File: src/range_velocity_moving_average_macros.svh
// Assertion macros shared by the moving-average RTL.
// Depends on a clock named clk and an active-low reset named rst_n in the using module.
`ifndef RANGE_VELOCITY_MOVING_AVERAGE_MACROS_SVH
`define RANGE_VELOCITY_MOVING_AVERAGE_MACROS_SVH

// Consequent must hold in the same cycle as the antecedent.
`define RVA_ASSERT_NOW(lbl, ante, cons, msg) \
    lbl: assert property (@(posedge clk) disable iff (!rst_n) (ante) |-> (cons)) \
        else $error(msg);

// Consequent must hold in the cycle after the antecedent.
`define RVA_ASSERT_NEXT(lbl, ante, cons, msg) \
    lbl: assert property (@(posedge clk) disable iff (!rst_n) (ante) |=> (cons)) \
        else $error(msg);

`endif

File: src/rva_pkg.sv
// Package for the range/velocity moving-average filter: widths, register codes
// and the velocity scale table. No dependencies.
package rva_pkg;

    localparam int MAX_LEN = 64;
    localparam int IDX_W   = $clog2(MAX_LEN);
    localparam int LEN_W   = $clog2(MAX_LEN + 1);

    localparam int DIST_W  = 16;
    localparam int VRAW_W  = 8;
    localparam int VEL_W   = 15;
    localparam int DSUM_W  = 22;
    localparam int VSUM_W  = 21;
    localparam int DIV_W   = 22;
    localparam int DCNT_W  = $clog2(DIV_W);
    localparam int MODE_W  = 4;
    localparam int SCALE_W = 8;

    localparam int PADDR_W = 4;
    localparam int PDATA_W = 32;

    localparam logic [1:0] REG_DIST_WIN = 2'd0;
    localparam logic [1:0] REG_VEL_WIN  = 2'd1;
    localparam logic [1:0] REG_VEL_MODE = 2'd2;

    localparam logic [LEN_W-1:0]  WIN_RESET = LEN_W'(10);
    localparam logic [LEN_W-1:0]  LEN_MAX   = LEN_W'(MAX_LEN);
    localparam logic [VEL_W-1:0]  DEADBAND  = VEL_W'(9);

    localparam logic [MODE_W-1:0] MODE_X25  = MODE_W'(2);
    localparam logic [MODE_W-1:0] MODE_X50  = MODE_W'(3);
    localparam logic [MODE_W-1:0] MODE_X100 = MODE_W'(4);

    typedef logic [LEN_W-1:0] len_t;

    function automatic logic [SCALE_W-1:0] vel_scale(input logic [MODE_W-1:0] mode);
        logic [SCALE_W-1:0] s;
        case (mode)
            MODE_X25:  s = SCALE_W'(25);
            MODE_X50:  s = SCALE_W'(50);
            MODE_X100: s = SCALE_W'(100);
            default:   s = SCALE_W'(10);
        endcase
        return s;
    endfunction

    // Written window values are clamped to 1..MAX_LEN.
    function automatic len_t clamp_len(input logic [LEN_W-1:0] v);
        len_t r;
        if (v == '0)
            r = len_t'(1);
        else if (v > LEN_MAX)
            r = LEN_MAX;
        else
            r = v;
        return r;
    endfunction

endpackage

File: src/range_velocity_moving_average.sv
// Range/velocity moving-average filter with a velocity deadband and an APB register port.
// Depends on rva_pkg and range_velocity_moving_average_macros.svh.
//
//   channel   | dir | payload                                          | handshake
//   ----------+-----+--------------------------------------------------+-------------------
//   s_axis    | in  | tuser: kind; tdata: distance, velocity sample    | tvalid/tready
//   m_axis    | out | tdata: distance_avg, velocity_avg                | tvalid/tready
//   apb       | in  | 2 windows, velocity mode                         | psel/penable, pready=1
//
// Each item passes through a ring read, a sum update, 22 steps of the shared restoring
// divider by the window length, and a finish step; the block accepts a new item only once
// the last one has left the finish step. Results wait in an output register, so a stalled
// output holds only the finish step. Reset is asynchronous; a window change refills the
// ring at once through per-entry valid bits and a fill value.
`include "range_velocity_moving_average_macros.svh"

module range_velocity_moving_average (
    input  logic                         clk,
    input  logic                         rst_n,
    input  logic                         s_axis_tvalid,
    output logic                         s_axis_tready,
    // [15:0] distance_sample, [23:16] velocity_sample
    input  logic [23:0]                  s_axis_tdata,
    // [0] kind
    input  logic                         s_axis_tuser,
    output logic                         m_axis_tvalid,
    input  logic                         m_axis_tready,
    // [15:0] distance_avg, [30:16] velocity_avg, [31] zero
    output logic [31:0]                  m_axis_tdata,
    input  logic                         psel,
    input  logic                         penable,
    input  logic                         pwrite,
    input  logic [rva_pkg::PADDR_W-1:0]  paddr,
    input  logic [rva_pkg::PDATA_W-1:0]  pwdata,
    output logic [rva_pkg::PDATA_W-1:0]  prdata,
    output logic                         pready
);
    import rva_pkg::*;

    localparam logic [2:0] ST_IDLE = 3'd0;
    localparam logic [2:0] ST_READ = 3'd1;
    localparam logic [2:0] ST_SUM  = 3'd2;
    localparam logic [2:0] ST_DIV  = 3'd3;
    localparam logic [2:0] ST_FIN  = 3'd4;

    logic [2:0]                state_reg, state_next;

    len_t                      dist_win_reg, vel_win_reg;
    logic [MODE_W-1:0]         vel_mode_reg;

    logic [DIST_W-1:0]         dist_ring [MAX_LEN];
    logic signed [VEL_W-1:0]   vel_ring  [MAX_LEN];
    logic [MAX_LEN-1:0]        dist_valid_reg, vel_valid_reg;
    logic [DIST_W-1:0]         dist_fill_reg;
    logic signed [VEL_W-1:0]   vel_fill_reg;
    logic [DIST_W-1:0]         dist_rd_reg;
    logic signed [VEL_W-1:0]   vel_rd_reg;

    logic [DSUM_W-1:0]         dist_sum_reg;
    logic signed [VSUM_W-1:0]  vel_sum_reg;
    logic [IDX_W-1:0]          dist_idx_reg, vel_idx_reg;
    logic [DIST_W-1:0]         dist_out_reg;
    logic signed [VEL_W-1:0]   vel_out_reg;

    logic                      kind_reg;
    logic [DIST_W-1:0]         dist_smp_reg;
    logic signed [VRAW_W-1:0]  vel_smp_reg;
    logic signed [VEL_W-1:0]   scaled_reg;
    logic [IDX_W-1:0]          cur_idx_reg;
    len_t                      len_reg;

    logic [LEN_W:0]            rem_reg;
    logic [DIV_W-1:0]          quo_reg;
    logic [DCNT_W-1:0]         cnt_reg;
    logic                      neg_reg;

    logic                      m_valid_reg;
    logic [31:0]               m_data_reg;

    logic                      in_acc, cfg_wr, leave_fin;
    logic [1:0]                cfg_idx;
    logic [LEN_W-1:0]          wr_len;
    len_t                      sel_len, new_len;
    logic [IDX_W-1:0]          sel_idx, idx_inc;
    logic [DIST_W-1:0]         dist_old;
    logic signed [VEL_W-1:0]   vel_old;
    logic [DSUM_W-1:0]         dist_sum_new;
    logic signed [VSUM_W-1:0]  vel_sum_new;
    logic signed [DIV_W-1:0]   vel_num;
    logic [DIV_W-1:0]          div_num;
    logic [LEN_W:0]            rem_shift;
    logic                      rem_ge;
    logic [VEL_W-1:0]          vel_mag;
    logic signed [VEL_W-1:0]   vel_fin;
    logic [DIST_W-1:0]         dist_fin;

    assign s_axis_tready = (state_reg == ST_IDLE);
    assign in_acc        = s_axis_tvalid && s_axis_tready;
    assign pready        = 1'b1;
    assign cfg_wr        = psel && penable && pwrite && pready;
    assign cfg_idx       = paddr[3:2];
    assign wr_len        = pwdata[LEN_W-1:0];
    assign new_len       = clamp_len(wr_len);
    assign m_axis_tvalid = m_valid_reg;
    assign m_axis_tdata  = m_data_reg;
    assign leave_fin     = (state_reg == ST_FIN) && (!m_valid_reg || m_axis_tready);

    always_comb
    begin
        prdata = '0;
        unique case (cfg_idx)
            REG_DIST_WIN: prdata = PDATA_W'(dist_win_reg);
            REG_VEL_WIN:  prdata = PDATA_W'(vel_win_reg);
            REG_VEL_MODE: prdata = PDATA_W'(vel_mode_reg);
            default:      prdata = '0;
        endcase
    end

    // Channel selection at acceptance; an out-of-range index restarts at zero.
    always_comb
    begin
        sel_len = s_axis_tuser ? vel_win_reg : dist_win_reg;
        sel_idx = s_axis_tuser ? vel_idx_reg : dist_idx_reg;
        if (LEN_W'(sel_idx) >= sel_len)
            sel_idx = '0;
    end

    // Sum update; entries not written since the last refill read as the fill value.
    always_comb
    begin
        dist_old     = dist_valid_reg[cur_idx_reg] ? dist_rd_reg : dist_fill_reg;
        vel_old      = vel_valid_reg[cur_idx_reg] ? vel_rd_reg : vel_fill_reg;
        dist_sum_new = dist_sum_reg - DSUM_W'(dist_old) + DSUM_W'(dist_smp_reg);
        vel_sum_new  = vel_sum_reg - VSUM_W'(vel_old) + VSUM_W'(scaled_reg);
        vel_num      = DIV_W'(vel_sum_new) + DIV_W'(len_reg >> 1);
        if (kind_reg)
            div_num = vel_num[DIV_W-1] ? DIV_W'(-vel_num) : DIV_W'(vel_num);
        else
            div_num = dist_sum_new + DIV_W'(len_reg >> 1);
        idx_inc = cur_idx_reg + IDX_W'(1);
        if (LEN_W'(cur_idx_reg) + LEN_W'(1) >= len_reg)
            idx_inc = '0;
    end

    // One restoring division step per cycle.
    always_comb
    begin
        rem_shift = {rem_reg[LEN_W-1:0], quo_reg[DIV_W-1]};
        rem_ge    = (rem_shift >= {1'b0, len_reg});
    end

    // Quotient conditioning: sign restore for velocity and the deadband around zero.
    always_comb
    begin
        dist_fin = quo_reg[DIST_W-1:0];
        vel_mag  = quo_reg[VEL_W-1:0];
        if (vel_mag < DEADBAND)
            vel_fin = '0;
        else if (neg_reg)
            vel_fin = -$signed(vel_mag);
        else
            vel_fin = $signed(vel_mag);
    end

    always_comb
    begin
        state_next = state_reg;
        unique case (state_reg)
            ST_IDLE: if (in_acc) state_next = ST_READ;
            ST_READ: state_next = ST_SUM;
            ST_SUM:  state_next = ST_DIV;
            ST_DIV:  if (cnt_reg == '0) state_next = ST_FIN;
            ST_FIN:  if (leave_fin) state_next = ST_IDLE;
            default: state_next = ST_IDLE;
        endcase
    end

    always_ff @(posedge clk or negedge rst_n)
    begin
        if (!rst_n)
            state_reg <= ST_IDLE;
        else
            state_reg <= state_next;
    end

    // Ring memories: one registered read, one write per cycle each.
    always_ff @(posedge clk)
    begin
        if (state_reg == ST_READ)
            dist_rd_reg <= dist_ring[cur_idx_reg];
        if (state_reg == ST_SUM && !kind_reg)
            dist_ring[cur_idx_reg] <= dist_smp_reg;
    end

    always_ff @(posedge clk)
    begin
        if (state_reg == ST_READ)
            vel_rd_reg <= vel_ring[cur_idx_reg];
        if (state_reg == ST_SUM && kind_reg)
            vel_ring[cur_idx_reg] <= scaled_reg;
    end

    // Item payload and divider datapath.
    always_ff @(posedge clk)
    begin
        if (in_acc)
        begin
            kind_reg     <= s_axis_tuser;
            dist_smp_reg <= s_axis_tdata[DIST_W-1:0];
            vel_smp_reg  <= $signed(s_axis_tdata[DIST_W +: VRAW_W]);
            cur_idx_reg  <= sel_idx;
            len_reg      <= sel_len;
        end
        if (state_reg == ST_READ)
            scaled_reg <= VEL_W'(vel_smp_reg * $signed({1'b0, vel_scale(vel_mode_reg)}));
        if (state_reg == ST_SUM)
        begin
            quo_reg <= div_num;
            rem_reg <= '0;
            cnt_reg <= DCNT_W'(DIV_W - 1);
            neg_reg <= kind_reg && vel_num[DIV_W-1];
        end
        else if (state_reg == ST_DIV)
        begin
            rem_reg <= rem_ge ? (rem_shift - {1'b0, len_reg}) : rem_shift;
            quo_reg <= {quo_reg[DIV_W-2:0], rem_ge};
            cnt_reg <= cnt_reg - DCNT_W'(1);
        end
    end

    // Channel state, registers and refill on a window change.
    always_ff @(posedge clk or negedge rst_n)
    begin
        if (!rst_n)
        begin
            dist_win_reg   <= WIN_RESET;
            vel_win_reg    <= WIN_RESET;
            vel_mode_reg   <= '0;
            dist_valid_reg <= '0;
            vel_valid_reg  <= '0;
            dist_fill_reg  <= '0;
            vel_fill_reg   <= '0;
            dist_sum_reg   <= '0;
            vel_sum_reg    <= '0;
            dist_idx_reg   <= '0;
            vel_idx_reg    <= '0;
            dist_out_reg   <= '0;
            vel_out_reg    <= '0;
        end
        else
        begin
            if (cfg_wr)
            begin
                unique case (cfg_idx)
                    REG_DIST_WIN:
                    begin
                        if (wr_len != dist_win_reg)
                        begin
                            dist_win_reg   <= new_len;
                            dist_valid_reg <= '0;
                            dist_fill_reg  <= dist_out_reg;
                            dist_sum_reg   <= DSUM_W'(dist_out_reg * new_len);
                            dist_idx_reg   <= '0;
                        end
                    end
                    REG_VEL_WIN:
                    begin
                        if (wr_len != vel_win_reg)
                        begin
                            vel_win_reg   <= new_len;
                            vel_valid_reg <= '0;
                            vel_fill_reg  <= vel_out_reg;
                            vel_sum_reg   <= VSUM_W'(vel_out_reg * $signed({1'b0, new_len}));
                            vel_idx_reg   <= '0;
                        end
                    end
                    REG_VEL_MODE: vel_mode_reg <= pwdata[MODE_W-1:0];
                    default: ;
                endcase
            end
            if (state_reg == ST_SUM)
            begin
                if (kind_reg)
                begin
                    vel_sum_reg                <= vel_sum_new;
                    vel_valid_reg[cur_idx_reg] <= 1'b1;
                    vel_idx_reg                <= idx_inc;
                end
                else
                begin
                    dist_sum_reg                <= dist_sum_new;
                    dist_valid_reg[cur_idx_reg] <= 1'b1;
                    dist_idx_reg                <= idx_inc;
                end
            end
            if (leave_fin)
            begin
                if (kind_reg)
                    vel_out_reg <= vel_fin;
                else
                    dist_out_reg <= dist_fin;
            end
        end
    end

    // Output register: the result of the finished item waits here.
    always_ff @(posedge clk or negedge rst_n)
    begin
        if (!rst_n)
            m_valid_reg <= 1'b0;
        else if (leave_fin)
            m_valid_reg <= 1'b1;
        else if (m_axis_tready)
            m_valid_reg <= 1'b0;
    end

    always_ff @(posedge clk)
    begin
        if (leave_fin)
        begin
            if (kind_reg)
                m_data_reg <= {1'b0, vel_fin, dist_out_reg};
            else
                m_data_reg <= {1'b0, vel_out_reg, dist_fin};
        end
    end

    `RVA_ASSERT_NEXT(a_busy_after_accept, in_acc, !s_axis_tready, "accepted while busy")
    `RVA_ASSERT_NOW(a_dist_idx_in_window, 1'b1, LEN_W'(dist_idx_reg) < dist_win_reg, "distance index out of window")
    `RVA_ASSERT_NOW(a_vel_idx_in_window, 1'b1, LEN_W'(vel_idx_reg) < vel_win_reg, "velocity index out of window")
    `RVA_ASSERT_NOW(a_windows_legal, 1'b1, dist_win_reg != '0 && vel_win_reg != '0 && dist_win_reg <= LEN_MAX && vel_win_reg <= LEN_MAX, "window out of range")

endmodule
File: config.mk
export PLATFORM = sky130hd
export DESIGN_NAME = range_velocity_moving_average
export DESIGN_NICKNAME = d
export VERILOG_FILES = /design/src/rva_pkg.sv /design/src/range_velocity_moving_average.sv
export VERILOG_INCLUDE_DIRS = /design/src /design/src/src
export SDC_FILE = /design/constraint.sdc
export NUM_CORES = 2
export LEC_CHECK = 0
export ABC_AREA = 1
export BUFFER_PORTS_ARGS = -buffer_cell sky130_fd_sc_hd__buf_2
export CAP_MARGIN = 20
export CORE_UTILIZATION = 35
export DETAILED_ROUTE_END_ITERATION = 8
export PLACE_DENSITY = 0.54
export SYNTH_ARGS = -nofsm -noshare
export SYNTH_HDL_FRONTEND = slang
export SYNTH_SLANG_ARGS = --single-unit
File: constraint.sdc
create_clock -name clk -period 6.5 [get_ports clk]
set_input_delay 0.325 -clock clk [delete_from_list [all_inputs] [get_ports clk]]
set_output_delay 0.325 -clock clk [all_outputs]
set_load 0.02 [all_outputs]
Word-level counts from Yosys, hierarchy flattened
Memories as Yosys holds them, arrays and structs flattened. A register that Yosys moved wholly into a read port is not among the register bits.
Index checks and enable logic that the tools add are counted.
Word-level totals
  memory bits (writable): 1984
  bits in registers: 387
  output and inout port bits: 67
  memories kept: 2
Memories
  dist_ring: depth 64, width 16, read ports 1, clocked after memory_dff 1, write ports 1, RTL line range_velocity_moving_average.sv:51  | logic [DIST_W-1:0] dist_ring [MAX_LEN];
  vel_ring: depth 64, width 15, read ports 1, clocked after memory_dff 1, write ports 1, RTL line range_velocity_moving_average.sv:52  | logic signed [VEL_W-1:0] vel_ring [MAX_LEN];
Operators by class
  bitwise operators: 3
  multiply operators: 3
  reduce and logical (&&, ||, !) cells: 23
  muxes and demuxes: 64
  $lt $le $gt $ge: 7
  eq/ne operators: 14
  add/sub/neg operators: 12
Operators by type and width (count)
  64-bit two-way mux: 10
  22-bit two-way mux: 9
  64-bit bitwise OR: 2
  21-bit two-way mux: 5
  6-bit two-way mux: 12
  15-bit two-way mux: 3
  7-bit case mux with 3 select lines: 2
  31-bit two-way mux: 1
  7-bit two-way mux: 4
  21-bit by 7-bit adder with 22-bit output: 1
  22-bit by 16-bit adder with 22-bit output: 1
  22-bit by 6-bit adder with 22-bit output: 1
  16-bit by 7-bit multiplier with 22-bit output: 1
  22-bit negation: 1
  22-bit by 16-bit subtractor with 22-bit output: 1
  21-bit by 15-bit adder with 21-bit output: 1
  15-bit by 8-bit multiplier with 21-bit output: 1
  21-bit by 15-bit subtractor with 21-bit output: 1
  16-bit two-way mux: 1
  15-bit by 4-bit < comparator with 1-bit output (second input constant): 1
  8-bit by 9-bit multiplier with 15-bit output: 1
  15-bit negation: 1
  3-bit case mux with 5 select lines: 1
  7-bit inequality test: 2
  other kinds (35): 62

Longest topological paths before layout
  depth after elaboration: 10
  mapped depth: 44
  depth with buffers taken out: 41

Worst setup path before layout
OpenSTA, ideal clock, no wires.
  path type: register to register
  start point: reg cur_idx_reg[0]
  end point: reg quo_reg[20] (data pin)
  setup time: 253 ps
  data required time: 6247 ps
  data arrival time: 5499 ps
  clock period less this slack: 5752 ps
  buffers on the path: 4
  setup slack: 748 ps
  cell stages (with the launch flop): 36
  path through: edfxtp_1 > buf_6 > inv_2 > buf_4 > buf_4 > nor2_2 > buf_2 > a221oi_1 > o2111ai_1 > a221oi_2 > nand2_2 > nand2_1 > o21ai_0 > ha_1 > inv_1 > ha_1 > fa_1 > nand3_1 > nand2_1 > or2_2 > nand2_1 > inv_1 > ha_1 > a21oi_1 > o21ai_0 > nand3_1 > nor2_1 > nand3_1 > nor2_1 > nand3_1 > nor2_1 > nand4_1 > nand3_1 > nand2_1 > nand2_1 > nand2_1
Between the ends
  cells in the longest elaborated chain, start to end: 10
  elaborated cells between the ends (all ways): 16
  those cells by class: 7 x add/sub; 9 x mux
Ends and longest elaborated chain
  start, declared: RTL line range_velocity_moving_average.sv:69  | logic [IDX_W-1:0] cur_idx_reg;
  start signal, assigned: RTL line range_velocity_moving_average.sv:211  | cur_idx_reg <= sel_idx;
  1-bit binary-select mux with 6-bit select: RTL line range_velocity_moving_average.sv:132  | vel_old = vel_valid_reg[cur_idx_reg] ? vel_rd_reg : vel_fill_reg;
  1-bit two-way mux (not written as such): RTL line range_velocity_moving_average.sv:132
  15-bit two-way mux: RTL line range_velocity_moving_average.sv:132
  21-bit by 15-bit subtractor with 21-bit output: RTL line range_velocity_moving_average.sv:134  | vel_sum_new = vel_sum_reg - VSUM_W'(vel_old) + VSUM_W'(scaled_reg);
  21-bit by 15-bit adder with 21-bit output: RTL line range_velocity_moving_average.sv:134
  21-bit by 7-bit adder with 22-bit output: RTL line range_velocity_moving_average.sv:135  | vel_num = DIV_W'(vel_sum_new) + DIV_W'(len_reg >> 1);
  22-bit negation: RTL line range_velocity_moving_average.sv:137  | div_num = vel_num[DIV_W-1] ? DIV_W'(-vel_num) : DIV_W'(vel_num);
  22-bit two-way mux: RTL line range_velocity_moving_average.sv:137
  22-bit two-way mux *: RTL line range_velocity_moving_average.sv:136  | if (kind_reg)
  22-bit two-way mux *: RTL line range_velocity_moving_average.sv:216  | if (state_reg == ST_SUM)
  end signal, assigned: RTL line range_velocity_moving_average.sv:218  | quo_reg <= div_num;
  end signal, assigned: RTL line range_velocity_moving_average.sv:226  | quo_reg <= {quo_reg[DIV_W-2:0], rem_ge};
  end, declared: RTL line range_velocity_moving_average.sv:73  | logic [DIV_W-1:0] quo_reg;
Mark *: on every way between the ends. The rest lies on a longest branch, timed or not. The select of a mux whose other input is x is not followed.
A chain may end at the register's enable or synchronous reset.

Worst setup path in the final report
  start point: reg cur_idx_reg[2]
  end point: reg quo_reg[20] (data pin)
The elaborated chain is that of the path after synthesis.

==> metrics.csv <==
stage;metric;value;unit
power_and_ir_drop;irDropWorstVdd;0.386;mV
sta;fmax;163;MHz
synth;syn_area;105000;µm²
power_and_ir_drop;p_total;0.0553;W
placed_design;dp.cells;12318;
grt;grt_first_pass_wirelength;470;mm
sta;period_share;94.6;%
detailed_routing;via_per_inst;5.39;
synth;synth_seq_area_share;67.1;%
synth;synth_edf_count;2122;
detailed_routing;drt-pass1-iter-count;8;
placed_design;dpl_cell_area;112000;µm²
detailed_routing;wirelength;323;mm
clock_network;cts_made_buffers;271;
sta;setup_tns;0;ns
sta;hold_viol;0;
final_layout;top_regs;dist_ring x1024, vel_ring x960;
setup_path;worst_path_most_repeated_cell;nand2_1;
die;rows;201;
synth;ys_top_cells_by_area;edfxtp_1 60%, dfrtp_1 6.2%, nand2_1 6.0%;
sta;setup_violations;0;
die;num_io_pins;135;
setup_path;worstSetupEndpointType;flip-flop;
clock_network;htreeDepth;5;
grt;grt_start_max_net_pins;166;
job;cap_violations;0;
sta;skew;0.0659;ns
setup_path;path_class;flip-flop to flip-flop;
die;coreArea;300000;µm²
grt;grt_pass1_vias;68085;
die;start_util;35.2;%
synth;synth_seq_cells;2401;
detailed_routing;wire_per_inst;25.2;µm
synth;synth-async-reset-ratio;11.1;%
setup_path;critical_path_required;7.09;ns
final_layout;final_nets;9175;
grt;antenna_found_initial;10;
synth;synth.top_cell.area_share;60.5;%
setup_path;cp_slowest_cell;edfxtp_1;
sta;min_period;6.15;ns
detailed_routing;drtAntennaViolNets;0;
setup_path;slowest_delay;0.51;ns
final_layout;largest_reg_flops;1024;
clock_network;cts.sinks;2401;
placed_design;dp_hpwl;208;mm
clock_network;clk_latency;0.86;ns
synth;syn_inst;8382;
final_layout;syn_to_final_growth;14.7;%
synth;ys_warn_count;0;
setup_path;rrSetupSlack;0.35;ns
detailed_routing;dr_total_vias;69232;
sta;slew_headroom;16.7;%
clock_network;tritoncts;done;
placed_design;port_buffers;80;
sta;slew_violations;0;
clock_network;cts.clk_slew.worst_paths;0.07;ns
grt;track_usage;21.0;%
final_layout;drive_above_1_share;10.7;%
final_layout;fin_cells;12850;
clock_network;cts-root-buf;clkbuf_16;
worst_hold_path;hp-class;input pin to flip-flop;
sta;worst_pin_slew;1.25;ns
final_layout;regMostFlops;dist_ring;
setup_path;cp.arrival;6.74;ns
detailed_routing;drtIter0Drc;7010;
die;die-area;303000;µm²
setup_path;start_kind;flip-flop;
power_and_ir_drop;power.leakage;44.2;nW
die;die_w;551;µm
power_and_ir_drop;p_per_area;458;nW/µm²
final_layout;utilization;40.3;%
clock_network;cts_buffer_depth;4;
synth;ys.flop_type;edfxtp_1;
grt;grt_overflow;0;
detailed_routing;drcViolationCount;0;
placed_design;globalplace.congestion;0.900;
die;die_h;551;µm
setup_path;crit_fanout;12;
outcome;status;finished, final reports clean;
final_layout;finalInstanceArea;121000;µm²
synth;synth.distinct_cells;64;
synth;postSynthAreaPerCell;12.6;µm²
synth;synth_area_leader_cell;edfxtp_1;
## worst max-delay path, delay by kind of cell, from the launching register on
family,cells,cell delay (ns)
AO/OA/AOI/OAI,6,1.25
buffers and inverters,7,0.94
flip-flops,1,0.51
XOR/XNOR,1,0.12
adder cells (fa/ha/maj),3,1.16
AND/OR/NAND/NOR,17,1.91
## power breakdown
group          total, W  switching, W  internal (W)  leakage [nW]
combinational    0.0215        0.0148       0.00667          17.7
clock            0.0144       0.00612       0.00827          3.97
sequential       0.0194      0.000656        0.0188          22.5
total            0.0553        0.0216        0.0337          44.2
## path summary, 6_finish.rpt
check	startpoint	end	cells after the start
min reg2reg	cnt_reg[2]	cnt_reg[2]	2
max	cur_idx_reg[2]	quo_reg[20]	34
min	paddr[2]	vel_mode_reg[3]	5
min in group asynchronous	rst_n	vel_fill_reg[3]	2
max in group asynchronous	rst_n	vel_idx_reg[0]	3
max reg2reg	cur_idx_reg[2]	quo_reg[20]	34
## cell families (layout without fill, tap and decap cells)
family | after synthesis | after routing | share of synthesized area (%)
buffers and inverters | 1167 | 1648 | 4.41
muxes | 14 | 14 | 0.133
AOI/OAI and AO/OA | 1553 | 1553 | 10.2
DFF | 2401 | 2401 | 67.1
adders and majority gates | 414 | 414 | 6.44
other | 2 | 31 | 0.00713
xor gates and xnor gates | 92 | 92 | 0.765
and+or+nand+nor | 2739 | 2739 | 10.9
## area by class of cell
class	instances	area [µm²]
Clock inverter	115	943
Timing Repair Buffer	444	3560
Sequential cell	2401	70600
Clock buffer	353	7210
Fill cell	27905	179000
Inverter	736	2780
Multi-Input combinational cell	4839	30600
Tap cell	3958	4950
Antenna cell	4	10.0
## timing repair
item                                    in CTS  in global routing
resized for setup                            0                 41
hold buffers                                35                  0
hold endpoints to repair                   132                  0
endpoints found under the setup margin       0                 20
buffers inserted                             0                 16
## per-layer routing
layer  vias to the layer above  global-route usage [%]  share of wire, %
met1                     35219                    29.3                43
met4                         2                    6.44               3.1
met3                       488                    2.78               6.6
met2                      2583                    34.0                47
met5                         -                       0            0.0040
li1                      30940                       -                 -
## per-stage QoR
step                      setup slack [ns]  hold slack (ns)
after global placement               0.200            0.440
after global routing               -0.0422            0.128
after CTS                            0.112          0.00913
final                                0.350           0.0478
after floorplan                      0.748           0.0294
after detailed placement             0.120            0.470
## layout by cell type, fill, tap and decap left out, drive strengths merged, types with 12 or more instances in the layout
cell         netlist  final
a21boi            14     14
a21oi            203    203
a221oi           249    249
a22o             212    212
a22oi            316    316
a31oi             18     18
buf              196    407
clkbuf           235    355
clkinv             4     92
conb               2     27
dfrtp            263    263
dfxtp             12     12
dlygate4sd3        0     35
edfxtp          2122   2122
fa               214    214
ha               200    200
inv              732    745
mux2i             14     14
nand2           1685   1685
nand3            230    230
nand4            279    279
nor2             467    467
nor3              28     28
o211ai            20     20
o21ai            390    390
o22ai             62     62
or2               29     29
xnor2             37     37
xor2              55     55
## cells in the mapped netlist (203+ instances only)
cell,instances
dfrtp_1,263
a21oi_1,203
fa_1,214
a221oi_1,247
o21ai_0,370
edfxtp_1,2122
nand4_1,279
nand3_1,230
inv_1,725
a22o_1,212
clkbuf_1,226
a22oi_1,312
nand2_1,1678
nor2_1,453
Power figures use the tool's default switching activity.
